## src/sv/cle_pkg.sv

```systemverilog
// Package for the console line editor: FSM states, key codes, output beat type
// and the prompt table. No dependencies.
`timescale 1ns / 1ps
`default_nettype none

package cle_pkg;

    localparam logic [7:0] KEY_CR  = 8'd13;
    localparam logic [7:0] KEY_DEL = 8'h7f;

    localparam logic CHAN_CONSOLE = 1'b0;
    localparam logic CHAN_FORWARD = 1'b1;

    // Carriage return, line feed and "root#".
    localparam int         PROMPT_LEN  = 7;
    localparam logic [2:0] PROMPT_LAST = 3'(PROMPT_LEN - 1);

    typedef enum logic [1:0] {
        ST_IDLE,
        ST_ECHO,
        ST_PROMPT,
        ST_REPLAY
    } t_state;

    // One output beat on its way to the output register.
    typedef struct packed {
        logic [7:0] data;
        logic       chan;
        logic       last;
    } t_beat;

    function automatic logic [7:0] prompt_byte(input logic [2:0] idx);
        logic [7:0] b;
        unique case (idx)
            3'd0:    b = 8'd13;
            3'd1:    b = 8'd10;
            3'd2:    b = 8'h72;  // r
            3'd3:    b = 8'h6f;  // o
            3'd4:    b = 8'h6f;  // o
            3'd5:    b = 8'h74;  // t
            3'd6:    b = 8'h23;  // #
            default: b = 8'h00;
        endcase
        return b;
    endfunction

endpackage

`default_nettype wire

```

## src/sv/cle_line_ram.sv

```systemverilog
// Line buffer memory of the console line editor: one write port, one read port,
// registered read data. No dependencies.
`timescale 1ns / 1ps
`default_nettype none

module cle_line_ram #(
    parameter int DEPTH  = 32,
    parameter int ADDR_W = 5
) (
    input  wire logic              i_clk,
    input  wire logic              i_we,
    input  wire logic [ADDR_W-1:0] i_waddr,
    input  wire logic [7:0]        i_wdata,
    input  wire logic              i_re,
    input  wire logic [ADDR_W-1:0] i_raddr,
    output logic      [7:0]        o_rdata
);

    logic [7:0] r_mem [DEPTH];

    always_ff @(posedge i_clk) begin
        if (i_we) begin
            r_mem[i_waddr] <= i_wdata;
        end
    end

    // The read data holds while no read is issued, so a stalled beat keeps its byte.
    always_ff @(posedge i_clk) begin
        if (i_re) begin
            o_rdata <= r_mem[i_raddr];
        end
    end

endmodule

`default_nettype wire

```

## src/sv/cle_ctrl.sv

```systemverilog
// Sequencer of the console line editor: fill count, echo, prompt and line replay.
// Depends on cle_pkg; drives the cle_line_ram ports from the top level.
`timescale 1ns / 1ps
`default_nettype none

module cle_ctrl #(
    parameter int LINE_DEPTH = 32,
    parameter int ADDR_W     = 5,
    parameter int CNT_W      = 6
) (
    input  wire logic              i_clk,
    input  wire logic              i_rst_n,
    input  wire logic              i_in_valid,
    output logic                   o_in_ready,
    input  wire logic [7:0]        i_in_byte,
    output logic                   o_beat_valid,
    output cle_pkg::t_beat         o_beat,
    input  wire logic              i_beat_ready,
    output logic                   o_mem_we,
    output logic [ADDR_W-1:0]      o_mem_waddr,
    output logic [7:0]             o_mem_wdata,
    output logic                   o_mem_re,
    output logic [ADDR_W-1:0]      o_mem_raddr,
    input  wire logic [7:0]        i_mem_rdata
);

    import cle_pkg::*;

    t_state            r_state, n_state;
    logic [7:0]        r_byte;
    logic [CNT_W-1:0]  r_fill, n_fill;
    logic [2:0]        r_pidx, n_pidx;
    logic [ADDR_W-1:0] r_idx, n_idx;

    logic is_cr, is_del, can_append, replay_last, prompt_end;

    always_comb begin
        is_cr       = (r_byte == KEY_CR);
        is_del      = (r_byte == KEY_DEL);
        can_append  = (r_fill < CNT_W'(LINE_DEPTH));
        replay_last = ((CNT_W'(r_idx) + CNT_W'(1)) == r_fill);
        prompt_end  = (r_pidx == PROMPT_LAST);
    end

    // Next state.
    always_comb begin
        n_state = r_state;
        unique case (r_state)
            ST_IDLE: begin
                if (i_in_valid) n_state = ST_ECHO;
            end
            ST_ECHO: begin
                if (i_beat_ready) n_state = is_cr ? ST_PROMPT : ST_IDLE;
            end
            ST_PROMPT: begin
                if (i_beat_ready && prompt_end) begin
                    n_state = (r_fill == '0) ? ST_IDLE : ST_REPLAY;
                end
            end
            ST_REPLAY: begin
                if (i_beat_ready && replay_last) n_state = ST_IDLE;
            end
            default: n_state = ST_IDLE;
        endcase
    end

    // Outputs and memory requests.
    always_comb begin
        o_in_ready   = 1'b0;
        o_beat_valid = 1'b0;
        o_beat       = '{data: r_byte, chan: CHAN_CONSOLE, last: 1'b0};
        o_mem_we     = 1'b0;
        o_mem_waddr  = r_fill[ADDR_W-1:0];
        o_mem_wdata  = r_byte;
        o_mem_re     = 1'b0;
        o_mem_raddr  = r_idx + ADDR_W'(1);
        unique case (r_state)
            ST_IDLE: begin
                o_in_ready = 1'b1;
            end
            ST_ECHO: begin
                o_beat_valid = 1'b1;
                o_beat.last  = !is_cr;
                o_mem_we     = i_beat_ready && !is_cr && !is_del && can_append;
            end
            ST_PROMPT: begin
                o_beat_valid = 1'b1;
                o_beat.data  = prompt_byte(r_pidx);
                o_beat.last  = prompt_end && (r_fill == '0);
                // Fetch the first stored byte while the last prompt byte leaves.
                o_mem_re     = i_beat_ready && prompt_end && (r_fill != '0);
                o_mem_raddr  = '0;
            end
            ST_REPLAY: begin
                o_beat_valid = 1'b1;
                o_beat.data  = i_mem_rdata;
                o_beat.chan  = CHAN_FORWARD;
                o_beat.last  = replay_last;
                o_mem_re     = i_beat_ready && !replay_last;
            end
            default: begin
                o_in_ready = 1'b0;
            end
        endcase
    end

    // Counters.
    always_comb begin
        n_fill = r_fill;
        n_pidx = r_pidx;
        n_idx  = r_idx;
        case (r_state)
            ST_ECHO: begin
                n_pidx = '0;
                n_idx  = '0;
                if (i_beat_ready && !is_cr) begin
                    if (is_del) begin
                        if (r_fill != '0) n_fill = r_fill - CNT_W'(1);
                    end else if (can_append) begin
                        n_fill = r_fill + CNT_W'(1);
                    end
                end
            end
            ST_PROMPT: begin
                if (i_beat_ready) begin
                    n_pidx = r_pidx + 3'd1;
                    if (prompt_end) n_fill = (r_fill == '0) ? '0 : r_fill;
                end
            end
            ST_REPLAY: begin
                if (i_beat_ready) begin
                    if (replay_last) n_fill = '0;
                    else             n_idx  = r_idx + ADDR_W'(1);
                end
            end
            default: begin
                n_fill = r_fill;
            end
        endcase
    end

    always_ff @(posedge i_clk) begin
        if (!i_rst_n) begin
            r_state <= ST_IDLE;
            r_fill  <= '0;
            r_pidx  <= '0;
            r_idx   <= '0;
        end else begin
            r_state <= n_state;
            r_fill  <= n_fill;
            r_pidx  <= n_pidx;
            r_idx   <= n_idx;
        end
    end

    always_ff @(posedge i_clk) begin
        if (i_in_valid && o_in_ready) begin
            r_byte <= i_in_byte;
        end
    end

    // The line never holds more than its depth.
    a_fill_bound: assert property (@(posedge i_clk) disable iff (!i_rst_n)
        r_fill <= CNT_W'(LINE_DEPTH))
        else $error("fill count above line depth");

    // A write and a replay read never share a cycle.
    a_no_rw_overlap: assert property (@(posedge i_clk) disable iff (!i_rst_n)
        !(o_mem_we && o_mem_re))
        else $error("line memory written and read together");

    // Replay only walks stored entries.
    a_replay_in_line: assert property (@(posedge i_clk) disable iff (!i_rst_n)
        (r_state == ST_REPLAY) |-> (CNT_W'(r_idx) < r_fill))
        else $error("replay index past the stored line");

    // A finished line leaves the buffer empty.
    a_line_emptied: assert property (@(posedge i_clk) disable iff (!i_rst_n)
        (r_state == ST_REPLAY && i_beat_ready && replay_last) |=> (r_fill == '0))
        else $error("line not emptied after replay");

endmodule

`default_nettype wire

```

## src/sv/console_line_editor_top.sv

```systemverilog
// Top level of the console line editor: stream ports, output register and the
// wiring of cle_ctrl and cle_line_ram. Depends on cle_pkg.
`timescale 1ns / 1ps
`default_nettype none

// Console line editor.
// The slave stream carries received serial bytes, one byte per beat. For each
// byte the master stream first returns its echo on the console channel
// (tuser = 0). A carriage return then adds CR, LF and the prompt "root#" on the
// console channel, followed by the stored line, oldest byte first, on the
// forward channel (tuser = 1), and empties the line. DEL removes the last
// stored character; any other byte is appended, or dropped when the line holds
// LINE_DEPTH characters. tlast marks the final beat caused by one input byte.
// A byte's beats leave one per cycle while the receiver keeps up; the beat rate
// is set by the single sequencer, which emits one beat per cycle unless stalled
// and reads the line memory one entry ahead of the replayed beat. The next byte
// is taken as soon as the last beat of the previous one sits in the output
// register. When the receiver stalls, the output register holds its beat and
// the sequencer waits with it. Reset clears the fill count and the sequencer;
// the line memory needs no clearing because only entries below the count are
// read.
module console_line_editor_top #(
    parameter int LINE_DEPTH = 32
) (
    input  wire logic       i_clk,
    input  wire logic       i_rst_n,
    input  wire logic       i_s_axis_tvalid,
    output logic            o_s_axis_tready,
    input  wire logic [7:0] i_s_axis_tdata,   // [7:0] rx_byte
    output logic            o_m_axis_tvalid,
    input  wire logic       i_m_axis_tready,
    output logic [7:0]      o_m_axis_tdata,   // [7:0] out_byte
    output logic            o_m_axis_tuser,   // [0] out_channel
    output logic            o_m_axis_tlast
);

    import cle_pkg::*;

    localparam int ADDR_W = (LINE_DEPTH > 1) ? $clog2(LINE_DEPTH) : 1;
    localparam int CNT_W  = $clog2(LINE_DEPTH + 1);

    logic              beat_valid, beat_ready;
    t_beat             beat;
    logic              mem_we, mem_re;
    logic [ADDR_W-1:0] mem_waddr, mem_raddr;
    logic [7:0]        mem_wdata, mem_rdata;

    logic  r_out_valid;
    t_beat r_out;

    // The output register takes a new beat whenever it is empty or being drained.
    assign beat_ready = !r_out_valid || i_m_axis_tready;

    cle_ctrl #(
        .LINE_DEPTH (LINE_DEPTH),
        .ADDR_W     (ADDR_W),
        .CNT_W      (CNT_W)
    ) u_ctrl (
        .i_clk        (i_clk),
        .i_rst_n      (i_rst_n),
        .i_in_valid   (i_s_axis_tvalid),
        .o_in_ready   (o_s_axis_tready),
        .i_in_byte    (i_s_axis_tdata),
        .o_beat_valid (beat_valid),
        .o_beat       (beat),
        .i_beat_ready (beat_ready),
        .o_mem_we     (mem_we),
        .o_mem_waddr  (mem_waddr),
        .o_mem_wdata  (mem_wdata),
        .o_mem_re     (mem_re),
        .o_mem_raddr  (mem_raddr),
        .i_mem_rdata  (mem_rdata)
    );

    cle_line_ram #(
        .DEPTH  (LINE_DEPTH),
        .ADDR_W (ADDR_W)
    ) u_line_ram (
        .i_clk   (i_clk),
        .i_we    (mem_we),
        .i_waddr (mem_waddr),
        .i_wdata (mem_wdata),
        .i_re    (mem_re),
        .i_raddr (mem_raddr),
        .o_rdata (mem_rdata)
    );

    always_ff @(posedge i_clk) begin
        if (!i_rst_n) begin
            r_out_valid <= 1'b0;
        end else if (beat_ready) begin
            r_out_valid <= beat_valid;
        end
    end

    always_ff @(posedge i_clk) begin
        if (beat_ready && beat_valid) begin
            r_out <= beat;
        end
    end

    assign o_m_axis_tvalid = r_out_valid;
    assign o_m_axis_tdata  = r_out.data;
    assign o_m_axis_tuser  = r_out.chan;
    assign o_m_axis_tlast  = r_out.last;

endmodule

`default_nettype wire
```

## config.mk

```make
export PLATFORM = sky130hd
export DESIGN_NAME = console_line_editor_top
export DESIGN_NICKNAME = d
export VERILOG_FILES = /design/src/sv/cle_pkg.sv /design/src/sv/cle_line_ram.sv /design/src/sv/cle_ctrl.sv /design/src/sv/console_line_editor_top.sv
export SDC_FILE = /design/constraint.sdc
export NUM_CORES = 1
export LEC_CHECK = 0
export ABC_AREA = 1
export BUFFER_PORTS_ARGS = -buffer_cell sky130_fd_sc_hd__buf_2
export CAP_MARGIN = 20
export CORE_MARGIN = 2
export CORE_UTILIZATION = 63
export DETAILED_ROUTE_END_ITERATION = 10
export PLACE_DENSITY = 0.8
export SKIP_LAST_GASP = 1
export SYNTH_ARGS = -nofsm -noshare
export SYNTH_HDL_FRONTEND = slang
export SYNTH_HIERARCHICAL = 1
export SYNTH_SLANG_ARGS = --single-unit
```

## constraint.sdc

```tcl
create_clock -name i_clk -period 2.7 [get_ports i_clk]
set_input_delay 0.27 -clock i_clk [delete_from_list [all_inputs] [get_ports i_clk]]
set_output_delay 0.27 -clock i_clk [all_outputs]
set_load 0.01 [all_outputs]
```

# Yosys cells after proc, flatten, opt, wreduce, memory -nomap -nowiden
# Memory sizes are Yosys's and may differ from the RTL's. A register that Yosys moved wholly into a read port is not among the register bits.
# Index checks and enable logic that the tools add are counted.
# word_totals
reg_bits	35
mem_bits_rw	256
in_bits	12
out_inout_bits	12
memories	1
# mem_list
name	depth	word_bits	rd	rd_clocked_by_memory_dff	wr	line	text
u_line_ram.r_mem	32	8	1	1	1	cle_line_ram.sv:19	logic [7:0] r_mem [DEPTH];
# classes
n_addsub	5
order_cmp	1
n_eq_ne	25
n_mux	33
reduce_logical	28
# ops
op	count
6-bit two-way mux	9
7-bit one-hot mux with 6 select lines	1
6-bit one-hot mux with 3 select lines	1
8-bit one-hot mux with 2 select lines	1
5-bit two-way mux	3
2-bit two-way mux	6
2-bit by 1-bit != test with 1-bit output (second input constant)	6
1-bit logical AND	10
2-bit != test (second input constant)	5
5-bit one-hot mux with 2 select lines	1
3-bit equality test (second input constant)	3
9-bit AND reduction	1
8-bit by 4-bit equality test with 1-bit output (second input constant)	1
8-bit by 7-bit equality test with 1-bit output (second input constant)	1
2-bit one-hot mux with 4 select lines	1
5-bit by 1-bit adder with 6-bit output (second input constant)	1
6-bit by 1-bit adder with 6-bit output (second input constant)	1
3-bit by 2-bit equality test with 1-bit output (second input constant)	2
6-bit equality test	1
6-bit zero test	1
6-bit < comparator (second input constant)	1
1-bit two-way mux	6
3-bit one-hot mux with 2 select lines	1
6-bit nonzero test	1
other kinds (22)	27

# Depth between registers and ports, before layout
# logic_depth
ltp_word	8
depth_mapped	15
mapped_depth_nobuf	13

# Hierarchy
# The synthesis kept the hierarchy.
# modules_own_cells
mod	instances	cells_per_inst	area_per_inst_um2
cle_line_ram	1	922	10866.7
cle_ctrl	1	305	1966.9
console_line_editor_top	1	17	351.6

# Worst setup path after synthesis
# No wires, ideal clock.
# synth_path
path_kind	register to register
start	register u_ctrl.r_byte[6], in the netlist u_ctrl/o_mem_wdata[6]
end	memory u_line_ram.r_mem[11][0], enable pin
setup_time_ps	370
arrival_time_ps	2080
required_ps	2330
path_slack_ps	249
stages_incl_launch_ff	8
period_less_slack_ps	2451
cell_sequence	edfxtp_1 inv_1 nor2_1 nand3_1 inv_1 nor3_1 nand3_1 nor2_1
# synth_via
elab_chain_len	8
word_cells_on_any_way	10
classes_between	2 x eq/ne; 3 x mux; 5 x reduce/logical
# synth_lines
item	line	text
start, declared	cle_ctrl.sv:30	logic [7:0] r_byte;
start signal, assigned	cle_ctrl.sv:158	r_byte <= i_in_byte;
8-bit by 4-bit equality test with 1-bit output	cle_ctrl.sv:38	is_cr = (r_byte == KEY_CR);
1-bit zero test	cle_ctrl.sv:84	o_mem_we = i_beat_ready && !is_cr && !is_del && can_append;
1-bit logical AND	cle_ctrl.sv:84	
1-bit logical AND (*) (2 in series)	cle_ctrl.sv:84	
1-bit two-way mux (*)	cle_ctrl.sv:77	unique case (r_state)
net mem_we	console_line_editor_top.sv:44	logic mem_we, mem_re;
1-bit two-way mux (*)	cle_line_ram.sv:22	if (i_we) begin
1-bit two-way mux (not written as such) (*)	cle_line_ram.sv:23	r_mem[i_waddr] <= i_wdata;
end, declared	cle_line_ram.sv:19	
# Mark *: on every way through the listed nets, which the timed path passes. The rest lies on a longest branch.

# Final worst setup path
# layout_path
start	register u_ctrl.r_state[1]
end	register u_line_ram.o_rdata[3] (read register of u_line_ram.r_mem) (data pin)
# layout_via
elab_chain_len	2
word_cells_on_any_way	4
classes_between	2 x eq/ne; 2 x mux
# layout_lines
item	line	text
start, declared	cle_ctrl.sv:29	t_state r_state, n_state;
start signal, assigned	cle_ctrl.sv:149	r_state <= n_state;
2-bit equality test	cle_ctrl.sv:77	
5-bit two-way mux	cle_ctrl.sv:77	
net mem_raddr[0]	console_line_editor_top.sv:45	logic [ADDR_W-1:0] mem_waddr, mem_raddr;
end, declared	cle_line_ram.sv:16	output logic [7:0] o_rdata
# The timed path passes the listed nets, and every way through them passes these cells.
# A chain may end at the register's enable or synchronous reset.

==> reports/results.ini <==
[critical_path]
cp.required_ps = 3120
reg2reg_to = u_line_ram/o_rdata[3]$_DFFE_PP_
critPathKind = register to register
cpPeakStageDelay_ps = 540
critical_path.cell_chain = inv_1 > nor2_1 > nor2_4 > clkinv_2 > buf_4 > nand2_1 > nand3_1 > nand3_1 > nand2_1 > nand2_1 > nand2_1 > nand2_1 > nand2_1
worst_setup_path_end_kind = register
reg2regPathDepth = 13
critPathBufInv = 3
critical-path-top-delay-family = simple AND/OR/NAND/NOR gates
worstPathArrival_ps = 2930
r2r_setup_slack_ps = 200
path_max_fanout = 64
critPathSlowestCell = buf_4
startpoint_type = register
crit_top_cell = nand2_1
r2r_start = u_ctrl/r_state[1]$_SDFFE_PN0P_

[placement]
place.gp.congestion = 1.006
dp_hpwl_mm = 20.23
dp_cells = 1546
port_buffers = 23
place_ws_ps = 263.2

[routing]
viasPerCell = 6.009
drt-met1-wl_mm = 12.87
firstDrtPassIters = 6
wl_per_cell_microns = 20.18
drt_wl_total_mm = 32.43
dr.first_iter.drc_count = 1569
route.detailed.drc = 0
highest_layer = met4
dr_wl_met2_mm = 14.99
vias = 9657
wl_met3_mm = 3.555
ant_nets = 0

[synthesis]
syn-num-nets = 1268
synthCells = 1244
synth-adder-area-share_pct = 1.196
synth.largest_area_cell = edfxtp_1
synth_area_sq_um = 13190
ys_seq_area_share_pct = 66.81
synth-seq-cells = 299
yosys.area.top_type_share_pct = 64.22
synthXorXnorAreaFrac_pct = 0.06643
synthTopCellsByArea = edfxtp_1, nand2_1, nand3_1, dfxtp_1, buf_6
synth_compound_area_share_pct = 2.145
avgSynthCellArea_sq_um = 10.60
synth-simple-area-share_pct = 24.50
synth_top_family_by_area = simple AND/OR/NAND/NOR gates
synth.area.mux_share_pct = 0
yosysUniqueCellTypes = 36
ys_warn_count = 6

[timing]
period_needed_ps = 2504
fin_crit_sh_pct = 92.75
hold_ws_ps = 47.74
max_freq_mhz = 399.3
fin_setup_tns_ps = 0
relSlewSlack_pct = 52.96
hold_violations = 0
setup_viol = 0
maxSlewViolCount = 0
clock-skew-final_ps = 14.78
rsz0062_at_grt = no
max_slew.worst_pin.slew_ps = 705.6
worst_slack_ps = 195.7

[cts]
path_clk_slew_ps = 70
post_cts_buffers = 0
cts_tree = yes
clockBufferDepth = 3
cts.root.buffer_cell = clkbuf_16
clk-insertion-delay-late_ps = 550
cts_buffers = 29
cts_htree_levels = 1
clock-sinks = 299

[floorplanning]
die_y_microns = 148.7
pin_count = 24
core_area_sq_um = 20360
fp-row-count = 52
initial_core_util_pct = 64.75
die_area_sq_um = 22100
die_x_microns = 148.7

[status]
status = finished, final reports clean

[final_layout]
nets = 1339
final_cells = 1607
num-fill-cells = 1357
drive_gt1_share_pct = 11.89
syn_to_final_growth_pct = 12.12
utilization_pct = 72.59
antennaDiodeCount = 0

[global_route]
grt_pass1_vias = 9189
grt_use_total_pct = 30.08
grt-ovfl-total = 0
grt_pass1_wl_mm = 50.54
grt_max_degree = 129
antenna_found_initial = 0

[pwr]
power_density_nw_per_um2 = 966.8
vdd_ir_drop_max_mv = 1.069
p_leak_nw = 5.723

[worst_hold_path]
worstHoldStart = i_rst_n
holdPathEnd = u_ctrl/r_fill[5]$_SDFFE_PN0P_
hold_depth = 3
hp-class = input port to register

[run]
max_cap_viol_count = 0

[logic make-up (layout without fill, tap and decap cells)]
| kind of cell | Yosys count | after routing |
|---|---|---|
| AOI/OAI and AO/OA | 47 | 47 |
| xor gates and xnor gates | 1 | 1 |
| adders and majority gates | 12 | 12 |
| buffers and inverters | 121 | 214 |
| DFF | 299 | 299 |
| and+or+nand+nor | 764 | 764 |
[worst min-delay path: stages]
cell and delay (ps):
buf_2 170, nand2_1 90, nor2_1 30
[cells in the final DEF (no fill, tap or decap), types with 5 or more instances in the layout]
master	n
clkinv_1	8
buf_2	23
clkbuf_1	5
ha_1	11
dlygate4sd3_1	8
clkinv_2	6
nor2_1	63
nand3_1	237
inv_1	53
o21ai_0	11
buf_4	66
nand4_1	6
a21oi_1	19
nand2_1	439
dfxtp_1	17
clkbuf_16	29
edfxtp_1	282
[worst max-delay path by stage]
stage          slack (ps)  cells after the start                                end                            start
6_report              200                     13    u_line_ram/o_rdata[3]$_DFFE_PP_   u_ctrl/r_state[1]$_SDFFE_PN0P_
5_1_grt                 9                     13    u_line_ram/o_rdata[3]$_DFFE_PP_   u_ctrl/r_state[1]$_SDFFE_PN0P_
4_1_cts               200                     12    u_line_ram/o_rdata[1]$_DFFE_PP_   u_ctrl/r_state[1]$_SDFFE_PN0P_
3_5_place_dp          260                     12    u_line_ram/o_rdata[1]$_DFFE_PP_   u_ctrl/r_state[1]$_SDFFE_PN0P_
3_3_place_gp          320                     12    u_line_ram/o_rdata[1]$_DFFE_PP_   u_ctrl/r_state[1]$_SDFFE_PN0P_
2_1_floorplan         250                      7  u_line_ram/r_mem[11][0]$_DFFE_PP_  u_ctrl/o_mem_wdata[6]$_DFFE_PP_
[Yosys cell counts (all sizes together)]
master,count
a22oi,4
xor2,1
o21bai,3
nand4,7
fa,1
nand3,238
buf,51
clkinv,1
nor3,3
clkbuf,10
edfxtp,282
inv,59
dfxtp,17
o211ai,3
o21ai,15
or2,4
a31oi,1
nand2,443
a21oi,20
a211oi,1
nor2,69
ha,11
[sequential cells by signal, summed over array words and instances, names as in the netlist, 2 cells and up]
signal and cells:
u_ctrl/r_pidx 3, o_m_axis_tdata 8, u_ctrl/r_idx 5, u_line_ram/o_rdata 8, u_line_ram/r_mem 256, u_ctrl/r_fill 6
u_ctrl/o_mem_wdata 8, u_ctrl/r_state 2
[power breakdown]
group          switching [W]  internal (W)
registers           0.000234       0.00564
clock network        0.00166       0.00234
logic                0.00312       0.00129
total                0.00502       0.00927
[metal layers]
layer / track usage (%) / up-vias
met3: 4.479 / 92
met5: 0 / -
met2: 47.62 / 600
met1: 43.92 / 4564
met4: 9.381 / 0
li1: - / 4401
[per-stage QoR]
| step | cell area [sq um] | power (W) |
|---|---|---|
| 6_report | 14780 | 0.01429 |
| 5_1_grt | 14780 | 0.01496 |
| 4_1_cts | 14780 | 0.01423 |
| 3_5_place_dp | 13760 | 0.01023 |
| 3_3_place_gp | 13760 | 0.01016 |
| 2_1_floorplan | 13190 | 0.009114 |
[area by class of cell]
type | count | area (sq um) | share of cell area [%]
well taps | 270 | 337.8 | 2.285
repair buffers | 101 | 770.7 | 5.214
clock inverters | 19 | 193.9 | 1.312
multi-input cells | 824 | 3697 | 25.01
clock buffers | 34 | 744.5 | 5.036
inverters | 60 | 230.2 | 1.557
flip-flops and latches | 299 | 8808 | 59.59
[repair_timing]
item / in CTS / in global routing
endpoints found under the hold margin: 8 / 0
endpoints found under the setup margin: 0 / 7
gates resized for setup: 0 / 1
hold buffers: 8 / 0
No activity file was read; power rests on OpenSTA's default activity.
